**config.mk**
```make
export PLATFORM = sky130hd
export DESIGN_NAME = sogi_single_phase_pll
export DESIGN_NICKNAME = d
export VERILOG_FILES = /design/src/rtl/core/spll_pkg.sv /design/src/rtl/core/spll_sine_rom.sv /design/src/rtl/core/sogi_single_phase_pll.sv
export SDC_FILE = /design/constraint.sdc
export NUM_CORES = 2
export LEC_CHECK = 0
export BUFFER_PORTS_ARGS = -buffer_cell sky130_fd_sc_hd__buf_2
export CAP_MARGIN = 20
export CORE_MARGIN = 5
export CORE_UTILIZATION = 35
export CTS_BUF_LIST = sky130_fd_sc_hd__clkbuf_8
export DETAILED_ROUTE_END_ITERATION = 8
export GPL_TIMING_DRIVEN = 1
export PLACE_DENSITY = 0.56
export SLEW_MARGIN = 0
export SYNTH_ARGS = -nofsm -noshare
export SYNTH_HDL_FRONTEND = slang
export SYNTH_HIERARCHICAL = 1
export SYNTH_SLANG_ARGS = --single-unit
```
**constraint.sdc**
```tcl
create_clock -name clk -period 23.1 [get_ports clk]
set_input_delay 1.155 -clock clk [delete_from_list [all_inputs] [get_ports clk]]
set_output_delay 1.155 -clock clk [all_outputs]
set_load 0.02 [all_outputs]
```
**src/rtl/core/spll_pkg.sv**
```systemverilog
// Shared constants, register indexes and sine table generator for the single-phase PLL.
`timescale 1ns / 1ps

package spll_pkg;

    // Default quarter-wave table depth
    localparam int SINE_TABLE_DEPTH_DEFAULT = 256;

    // Q30 constants for the table series
    localparam longint HALF_PI_Q30 = 64'sd1686629713;
    localparam longint ONE_Q30     = 64'sd1073741824;
    localparam longint HALF_Q30    = ONE_Q30 / 2;
    localparam longint SINE_SCALE  = 64'sd32767;

    // Taylor series divisors (2n)(2n+1) for n = 1..7
    localparam longint TAYLOR_DIV [7] = '{64'sd6, 64'sd20, 64'sd42, 64'sd72,
                                          64'sd110, 64'sd156, 64'sd210};

    // Full-scale table value, also used past the end of the quarter wave
    localparam logic [15:0] SINE_MAX = 16'd32767;

    // Configuration register indexes
    localparam int CFG_INDEX_W = 3;
    typedef enum logic [CFG_INDEX_W-1:0] {
        CFG_SOGI_ERROR_GAIN   = 3'd0,
        CFG_SOGI_RATE         = 3'd1,
        CFG_CENTER_PHASE_STEP = 3'd2,
        CFG_PROP_GAIN         = 3'd3,
        CFG_INTEG_GAIN        = 3'd4
    } cfg_index_t;

    // Register reset values
    localparam logic [17:0] SOGI_ERROR_GAIN_RST   = 18'd58222;
    localparam logic [17:0] SOGI_RATE_RST         = 18'd41175;
    localparam logic [31:0] CENTER_PHASE_STEP_RST = 32'd429496730;
    localparam logic [15:0] PROP_GAIN_RST         = 16'd171;
    localparam logic [15:0] INTEG_GAIN_RST        = 16'd560;

    // Quarter turn in phase units
    localparam logic [31:0] QUARTER_TURN = 32'h4000_0000;

    // Evaluate one table entry from its Q30 angle (elaboration only)
    function automatic logic [15:0] sine_series(input longint t);
        longint term;
        longint sum;
        term = t;
        sum  = t;
        for (int n = 0; n < 7; n++)
        begin
            term = -((term * t) / ONE_Q30);
            term = (term * t) / ONE_Q30;
            term = term / TAYLOR_DIV[n];
            sum  = sum + term;
        end
        if (sum < 0)
        begin
            sum = 0;
        end
        return 16'((sum * SINE_SCALE + HALF_Q30) / ONE_Q30);
    endfunction

endpackage

```
**src/rtl/core/spll_sine_rom.sv**
```systemverilog
// Quarter-wave sine table with quadrant folding and a registered signed Q1.15 output.
`timescale 1ns / 1ps

module spll_sine_rom #(
    parameter int DEPTH = spll_pkg::SINE_TABLE_DEPTH_DEFAULT
) (
    input  logic               clk,
    input  logic [31:0]        phase,
    output logic signed [15:0] value
);

    localparam int AW = $clog2(DEPTH);
    localparam int KW = $clog2(DEPTH + 1);

    logic [15:0]        rom [DEPTH];
    logic [29+KW:0]     scaled;
    logic [AW-1:0]      idx;
    logic [KW-1:0]      k;
    logic [15:0]        mag;
    logic signed [15:0] value_next;
    logic signed [15:0] value_reg;

    // Build the constant table entry by entry
    for (genvar i = 0; i < DEPTH; i++)
    begin : g_rom
        localparam longint ANGLE = (longint'(i) * spll_pkg::HALF_PI_Q30) / DEPTH;
        assign rom[i] = spll_pkg::sine_series(ANGLE);
    end

    // Fold the phase into a table index, mirror odd quadrants, negate the lower half
    always_comb
    begin
        scaled = (30 + KW)'(phase[29:0]) * (30 + KW)'(DEPTH);
        idx    = scaled[29+AW:30];
        k      = phase[30] ? (KW'(DEPTH) - KW'(idx)) : KW'(idx);
        mag    = (k >= KW'(DEPTH)) ? spll_pkg::SINE_MAX : rom[k[AW-1:0]];
        value_next = phase[31] ? -$signed(mag) : $signed(mag);
    end

    // Register the lookup
    always_ff @(posedge clk)
    begin
        value_reg <= value_next;
    end

    assign value = value_reg;

endmodule

```
**src/rtl/core/sogi_single_phase_pll.sv**
```systemverilog
// Top level: quadrature generator, Park q error, PI loop and phase accumulator.
// Samples are taken only in S_IDLE; each then passes S_MUL_A, S_UPD_A, S_MUL_B, S_UPD_B,
// S_MUL_S, S_MUL_C, S_SUM_Q, S_MUL_I, S_MUL_P and S_STEP, where its result is registered.
// One shared 26x19 multiplier serves six products in sequence, with add-and-saturate cycles
// between dependent products. A finished result waits in an output register; the block
// takes the next sample meanwhile. Reset (rst_n low, asynchronous): filter states, integral
// and phase clear to zero, configuration registers return to their defaults.
`timescale 1ns / 1ps

module sogi_single_phase_pll #(
    parameter int SINE_TABLE_DEPTH = spll_pkg::SINE_TABLE_DEPTH_DEFAULT
) (
    input  logic                                clk,
    input  logic                                rst_n,
    // Sample channel
    input  logic                                sample_valid,
    output logic                                sample_ready,
    input  logic signed [15:0]                  sample,
    // Result channel
    output logic                                result_valid,
    input  logic                                result_ready,
    output logic [31:0]                         phase,
    output logic [31:0]                         freq_step,
    output logic signed [23:0]                  alpha_out,
    output logic signed [23:0]                  beta_out,
    output logic signed [23:0]                  phase_error,
    // Configuration write channel
    input  logic                                cfg_valid,
    output logic                                cfg_ready,
    input  logic [spll_pkg::CFG_INDEX_W-1:0]    cfg_index,
    input  logic [31:0]                         cfg_data
);

    typedef enum logic [10:0] {
        S_IDLE  = 11'b000_0000_0001,
        S_MUL_A = 11'b000_0000_0010,
        S_UPD_A = 11'b000_0000_0100,
        S_MUL_B = 11'b000_0000_1000,
        S_UPD_B = 11'b000_0001_0000,
        S_MUL_S = 11'b000_0010_0000,
        S_MUL_C = 11'b000_0100_0000,
        S_SUM_Q = 11'b000_1000_0000,
        S_MUL_I = 11'b001_0000_0000,
        S_MUL_P = 11'b010_0000_0000,
        S_STEP  = 11'b100_0000_0000
    } state_t;

    localparam logic signed [31:0] V24_MAX = 32'sd8388607;
    localparam logic signed [31:0] V24_MIN = -32'sd8388608;
    localparam logic signed [40:0] I40_MAX = 41'sd549755813887;
    localparam logic signed [40:0] I40_MIN = -41'sd549755813888;

    function automatic logic signed [23:0] sat24(input logic signed [31:0] v);
        logic signed [23:0] r;
        if (v > V24_MAX)
        begin
            r = 24'sh7F_FFFF;
        end
        else if (v < V24_MIN)
        begin
            r = -24'sh80_0000;
        end
        else
        begin
            r = v[23:0];
        end
        return r;
    endfunction

    function automatic logic signed [39:0] sat40(input logic signed [40:0] v);
        logic signed [39:0] r;
        if (v > I40_MAX)
        begin
            r = 40'sh7F_FFFF_FFFF;
        end
        else if (v < I40_MIN)
        begin
            r = -40'sh80_0000_0000;
        end
        else
        begin
            r = v[39:0];
        end
        return r;
    endfunction

    // Configuration registers
    logic [17:0] err_gain_reg;
    logic [17:0] rate_reg;
    logic [31:0] center_reg;
    logic [15:0] prop_gain_reg;
    logic [15:0] integ_gain_reg;

    // Loop state
    state_t             state_reg, state_next;
    logic signed [23:0] alpha_reg, alpha_next;
    logic signed [23:0] beta_reg, beta_next;
    logic signed [39:0] integral_reg, integral_next;
    logic [31:0]        phase_acc_reg, phase_acc_next;

    // Working registers
    logic signed [15:0] sample_reg;
    logic signed [15:0] sin_reg;
    logic signed [44:0] prod_reg;
    logic signed [45:0] acc_reg;
    logic signed [23:0] q_reg;

    // Output register
    logic               result_valid_reg, result_valid_next;
    logic [31:0]        phase_out_reg;
    logic [31:0]        freq_step_reg;
    logic signed [23:0] alpha_out_reg;
    logic signed [23:0] beta_out_reg;
    logic signed [23:0] q_out_reg;

    // Datapath signals
    logic signed [22:0] s_scaled;
    logic signed [25:0] mul_a;
    logic signed [18:0] mul_b;
    logic signed [44:0] mul_prod;
    logic signed [29:0] alpha_sum;
    logic signed [29:0] beta_sum;
    logic signed [45:0] q_sum;
    logic signed [45:0] q_shift;
    logic signed [40:0] integ_sum;
    logic signed [33:0] step_sum;
    logic [31:0]        step_sat;
    logic [31:0]        rom_phase;
    logic signed [15:0] rom_value;
    logic               out_free;
    logic               sample_fire;

    assign sample_ready = (state_reg == S_IDLE);
    assign sample_fire  = sample_valid && sample_ready;
    assign cfg_ready    = 1'b1;
    assign out_free     = !result_valid_reg || result_ready;

    // Sine while idle, cosine once the request is taken; phase holds until the last step
    assign rom_phase = (state_reg == S_IDLE) ? phase_acc_reg
                                             : (phase_acc_reg + spll_pkg::QUARTER_TURN);

    spll_sine_rom #(
        .DEPTH (SINE_TABLE_DEPTH)
    ) u_sine_rom (
        .clk   (clk),
        .phase (rom_phase),
        .value (rom_value)
    );

    // Select operands for the shared multiplier
    always_comb
    begin
        s_scaled = {sample_reg, 7'd0};
        mul_a    = '0;
        mul_b    = '0;
        unique case (state_reg)
            S_MUL_A:
            begin
                mul_a = 26'(s_scaled) - 26'(alpha_reg);
                mul_b = {1'b0, err_gain_reg};
            end
            S_MUL_B:
            begin
                mul_a = 26'(alpha_reg) - 26'(beta_reg);
                mul_b = {1'b0, rate_reg};
            end
            S_MUL_S:
            begin
                mul_a = 26'(alpha_reg);
                mul_b = 19'(sin_reg);
            end
            S_MUL_C:
            begin
                mul_a = 26'(beta_reg);
                mul_b = 19'(rom_value);
            end
            S_MUL_I:
            begin
                mul_a = 26'(q_reg);
                mul_b = {3'd0, integ_gain_reg};
            end
            S_MUL_P:
            begin
                mul_a = 26'(q_reg);
                mul_b = {3'd0, prop_gain_reg};
            end
            default:
            begin
                mul_a = '0;
                mul_b = '0;
            end
        endcase
    end

    assign mul_prod = mul_a * mul_b;

    // Accumulate and saturate after each product
    always_comb
    begin
        alpha_sum = 30'(alpha_reg) + 30'(prod_reg >>> 16);
        beta_sum  = 30'(beta_reg) + 30'(prod_reg >>> 16);
        q_sum     = acc_reg + 46'(prod_reg);
        q_shift   = q_sum >>> 15;
        integ_sum = 41'(integral_reg) + 41'(prod_reg >>> 22);
        step_sum  = 34'($signed({1'b0, center_reg})) + 34'(prod_reg >>> 22)
                  + 34'(integral_reg >>> 16);
        if (step_sum < 0)
        begin
            step_sat = '0;
        end
        else if (step_sum[32])
        begin
            step_sat = '1;
        end
        else
        begin
            step_sat = step_sum[31:0];
        end
    end

    // Sequence one sample through the shared unit
    always_comb
    begin
        state_next        = state_reg;
        alpha_next        = alpha_reg;
        beta_next         = beta_reg;
        integral_next     = integral_reg;
        phase_acc_next    = phase_acc_reg;
        result_valid_next = result_valid_reg && !result_ready;
        unique case (state_reg)
            S_IDLE:
            begin
                if (sample_fire)
                begin
                    state_next = S_MUL_A;
                end
            end
            S_MUL_A: state_next = S_UPD_A;
            S_UPD_A:
            begin
                alpha_next = sat24(32'(alpha_sum));
                state_next = S_MUL_B;
            end
            S_MUL_B: state_next = S_UPD_B;
            S_UPD_B:
            begin
                beta_next  = sat24(32'(beta_sum));
                state_next = S_MUL_S;
            end
            S_MUL_S: state_next = S_MUL_C;
            S_MUL_C: state_next = S_SUM_Q;
            S_SUM_Q: state_next = S_MUL_I;
            S_MUL_I: state_next = S_MUL_P;
            S_MUL_P:
            begin
                integral_next = sat40(integ_sum);
                state_next    = S_STEP;
            end
            S_STEP:
            begin
                // Hold until the output register is free
                if (out_free)
                begin
                    phase_acc_next    = phase_acc_reg + step_sat;
                    result_valid_next = 1'b1;
                    state_next        = S_IDLE;
                end
            end
            default: state_next = S_IDLE;
        endcase
    end

    // Control and loop state
    always_ff @(posedge clk or negedge rst_n)
    begin
        if (!rst_n)
        begin
            state_reg        <= S_IDLE;
            alpha_reg        <= '0;
            beta_reg         <= '0;
            integral_reg     <= '0;
            phase_acc_reg    <= '0;
            result_valid_reg <= 1'b0;
        end
        else
        begin
            state_reg        <= state_next;
            alpha_reg        <= alpha_next;
            beta_reg         <= beta_next;
            integral_reg     <= integral_next;
            phase_acc_reg    <= phase_acc_next;
            result_valid_reg <= result_valid_next;
        end
    end

    // Configuration writes; unknown indexes drop
    always_ff @(posedge clk or negedge rst_n)
    begin
        if (!rst_n)
        begin
            err_gain_reg   <= spll_pkg::SOGI_ERROR_GAIN_RST;
            rate_reg       <= spll_pkg::SOGI_RATE_RST;
            center_reg     <= spll_pkg::CENTER_PHASE_STEP_RST;
            prop_gain_reg  <= spll_pkg::PROP_GAIN_RST;
            integ_gain_reg <= spll_pkg::INTEG_GAIN_RST;
        end
        else if (cfg_valid && cfg_ready)
        begin
            unique case (spll_pkg::cfg_index_t'(cfg_index))
                spll_pkg::CFG_SOGI_ERROR_GAIN:   err_gain_reg   <= cfg_data[17:0];
                spll_pkg::CFG_SOGI_RATE:         rate_reg       <= cfg_data[17:0];
                spll_pkg::CFG_CENTER_PHASE_STEP: center_reg     <= cfg_data;
                spll_pkg::CFG_PROP_GAIN:         prop_gain_reg  <= cfg_data[15:0];
                spll_pkg::CFG_INTEG_GAIN:        integ_gain_reg <= cfg_data[15:0];
                default:
                begin
                end
            endcase
        end
    end

    // Datapath registers
    always_ff @(posedge clk)
    begin
        // Hold the proportional product while the result waits for the output register
        if (state_reg != S_STEP)
        begin
            prod_reg <= mul_prod;
        end
        if (sample_fire)
        begin
            sample_reg <= sample;
        end
        if (state_reg == S_MUL_A)
        begin
            sin_reg <= rom_value;
        end
        if (state_reg == S_MUL_C)
        begin
            acc_reg <= -46'(prod_reg);
        end
        if (state_reg == S_SUM_Q)
        begin
            q_reg <= sat24(32'(q_shift));
        end
        if ((state_reg == S_STEP) && out_free)
        begin
            phase_out_reg <= phase_acc_reg + step_sat;
            freq_step_reg <= step_sat;
            alpha_out_reg <= alpha_reg;
            beta_out_reg  <= beta_reg;
            q_out_reg     <= q_reg;
        end
    end

    assign result_valid = result_valid_reg;
    assign phase        = phase_out_reg;
    assign freq_step    = freq_step_reg;
    assign alpha_out    = alpha_out_reg;
    assign beta_out     = beta_out_reg;
    assign phase_error  = q_out_reg;

endmodule
```
==> metrics.yaml <==
sta:
  slew_headroom_pct: 0.993
  setup_slack_ps: 11450
  setup_viol: 0
  clock_skew_ps: 68.6
  grt_setup_unrepaired: "no"
  hold_violations: 0
  holdWs_ps: 445
  slew_viol_final: 0
  min_period_ps: 11650
  tightest_slew_ps: 1490
  fmax_mhz: 85.8
  tns_ps: 0
  period_share_pct: 50.4
grt:
  grt_usage_pct: 22.9
  grt_max_degree: 111
  grt_pass1_vias: 47200
  antenna_found_initial: 19
  grt_first_pass_wirelength_um: 297000
  grt_overflow: 0
clock_network:
  clk_path_buf_depth: 3
  cts.hold.buffers_added: 0
  cts_buffers: 90
  h-tree-depth: 3
  clkTransAtPathRegs_ps: 60
  insertion_delay_ps: 820
  cts_tree: "done"
  postCtsSetupRepairBufs: 0
  root_buffer: "clkbuf_8"
  cts.sinks: 531
  cts_resized: 0
worst_setup_path:
  critPathBufInv: 8
  crit_required_ps: 23620
  startpoint_type: "flop"
  critPathCaptureType: "flop"
  critPathLaunch: "state_reg[7]$_DFFE_PN0P_"
  crit_type: "reg2reg"
  reg2reg_depth: 33
  rrSetupSlack_ps: 11450
  critPathCapture: "prod_reg[43]$_DFFE_PN_"
  regToRegEndpoint: "prod_reg[43]$_DFFE_PN_"
  cpPeakStageDelay_ps: 810
  cpLargestDelayFamily: "adder cells"
  timing.rr.start: "state_reg[7]$_DFFE_PN0P_"
  cp_max_fo: 25
  cp.arrival_ps: 12170
  crit_slowest_cell: "inv_1"
  worst-path-stages: 33
place:
  dp_hpwl_um: 149000
  dp_slack_ps: 11540
  portBuffers: 193
  numPlacedInstances: 8166
  routabilityCongestion: 0.967
logic_synthesis:
  ys_ff_latch: 531
  synth_fp_nets: 7034
  synth.most_common_cell: "inv_1"
  syn_area_per_cell_sq_um: 9.26
  syn-instance-count: 6067
  synth_flop_cell: "edfxtp_1"
  synth_enable_flop_cells: 283
  synth_common_cells: "inv_1 (631), nand2_1 (558), nor2_1 (532)"
  synth_top_area_share_pct: 18.4
  ys_seq_area_share_pct: 26.1
  ys_types: 116
  yosys_warnings: 6
  synthTopCellsByArea: "fa_1 (18%), edfxtp_1 (15%), ha_1 (8.8%)"
  yosysTopAreaCell: "fa_1"
  ys_async_sr_fraction_pct: 43.7
  syn_area_sq_um: 56200
power_and_ir_drop:
  finalPower_w: 0.00437
  irDropWorstVdd_v: 0.0000651
  powerDensity_nw_per_um2: 71.0
  leakagePower_nw: 27.7
drt:
  antenna_left: 0
  vias: 47600
  drt-wirelength-per-cell_um: 23.6
  viasPerCell: 5.70
  dr.pass1.iters: 5
  wl_um: 197000
  post-route-drc-count: 0
  drt_iter0_drc: 4299
final_layout:
  largest_register_ffs: 46
  final_nets: 7141
  drive_above_1_share_pct: 11.2
  area_growth_pct: 9.48
  final_cell_count_no_fill: 8345
die:
  coreArea_sq_um: 160000
  die_y_um: 411
  die_x_um: 411
  io_pins: 195
  rows: 147
  initial_core_util_pct: 35.1
  die_area_sq_um: 169000
run:
  maxCapViolations: 0
min_path:
  min_path_type: "reg2reg"
run_status:
  status: "complete, no violations"
[metal layers]
| layer | vias to the layer above | global-route usage [%] | wire length [um] |
|---|---|---|---|
| li1 | 21600 | - | - |
| met1 | 23600 | 31.7 | 85700 |
| met2 | 1955 | 35.4 | 86900 |
| met3 | 400 | 4.41 | 16400 |
| met4 | 8 | 8.62 | 7780 |
| met5 | - | 0 | 56 |
[cell type report]
cell class / count / area, sq um
antenna: 8 / 20.0
sequential: 531 / 14700
tap: 2086 / 2610
inverter: 638 / 2400
clock inverter: 70 / 504
multi-input combinational: 4596 / 38000
fill: 16100 / 98500
clock buffer: 99 / 1360
timing repair buffer: 317 / 1910
[metrics by stage]
stage | cell area, sq um | util [%]
floorplan | 56200 | -
global placement | 59600 | 37.2
detailed placement | 59600 | 37.3
CTS | 61500 | 38.4
global route | 61500 | 38.4
finish | 61500 | 38.4
[cells in the final DEF (no fill, tap or decap), types with 41 or more instances in the layout]
| cell type | Yosys | final |
|---|---|---|
| fa_1 | 515 | 515 |
| edfxtp_1 | 283 | 283 |
| nor3_1 | 82 | 81 |
| a31oi_1 | 63 | 63 |
| mux2_2 | 117 | 117 |
| clkbuf_8 | 0 | 99 |
| o21ai_0 | 241 | 241 |
| inv_1 | 631 | 660 |
| buf_4 | 5 | 122 |
| xnor2_1 | 198 | 197 |
| and2_1 | 47 | 47 |
| buf_2 | 57 | 193 |
| nand2b_1 | 66 | 66 |
| o22ai_1 | 55 | 55 |
| o21ai_1 | 41 | 41 |
| nand2_1 | 558 | 558 |
| o211ai_1 | 68 | 68 |
| nor2_1 | 532 | 532 |
| a21oi_1 | 403 | 402 |
| a21o_1 | 123 | 123 |
| xor2_1 | 101 | 101 |
| nor2b_1 | 58 | 58 |
| o21a_1 | 44 | 44 |
| dfstp_2 | 42 | 42 |
| nand3_1 | 79 | 79 |
| dfrtp_1 | 190 | 189 |
| ha_1 | 396 | 396 |
| a22oi_1 | 56 | 56 |
| a211oi_1 | 57 | 56 |
[worst min path at each step]
stage / startpoint / depth (start not counted) / slack (ps) / to
floorplan: u_sine_rom/value[0]$_DFF_P_ / 0 / 410 / sin_reg[0]$_DFFE_PP_
global placement: u_sine_rom/value[9]$_DFF_P_ / 0 / 440 / sin_reg[9]$_DFFE_PP_
detailed placement: u_sine_rom/value[12]$_DFF_P_ / 0 / 430 / sin_reg[12]$_DFFE_PP_
CTS: rst_n / 1 / 390 / phase_acc_reg[10]$_DFFE_PN0P_
global route: u_sine_rom/value[12]$_DFF_P_ / 0 / 460 / sin_reg[12]$_DFFE_PP_
finish: u_sine_rom/value[14]$_DFF_P_ / 0 / 440 / sin_reg[14]$_DFFE_PP_
[logic make-up after synthesis]
| kind of cell | synth area share [%] |
|---|---|
| flip-flops | 26.1 |
| AO/OA/AOI/OAI | 19.0 |
| multiplexers | 2.70 |
| XOR/XNOR | 4.69 |
| other | 0.00667 |
| buffers and inverters | 6.59 |
| adder cells (fa/ha/maj) | 27.2 |
| AND/OR/NAND/NOR | 13.8 |
[report_power, final]
| part | internal, W | total [W] | switching (W) |
|---|---|---|---|
| registers | 0.00121 | 0.00140 | 0.000187 |
| clock network | 0.000458 | 0.000890 | 0.000431 |
| logic | 0.000789 | 0.00208 | 0.00130 |
(Power assumes the default switching activity.)
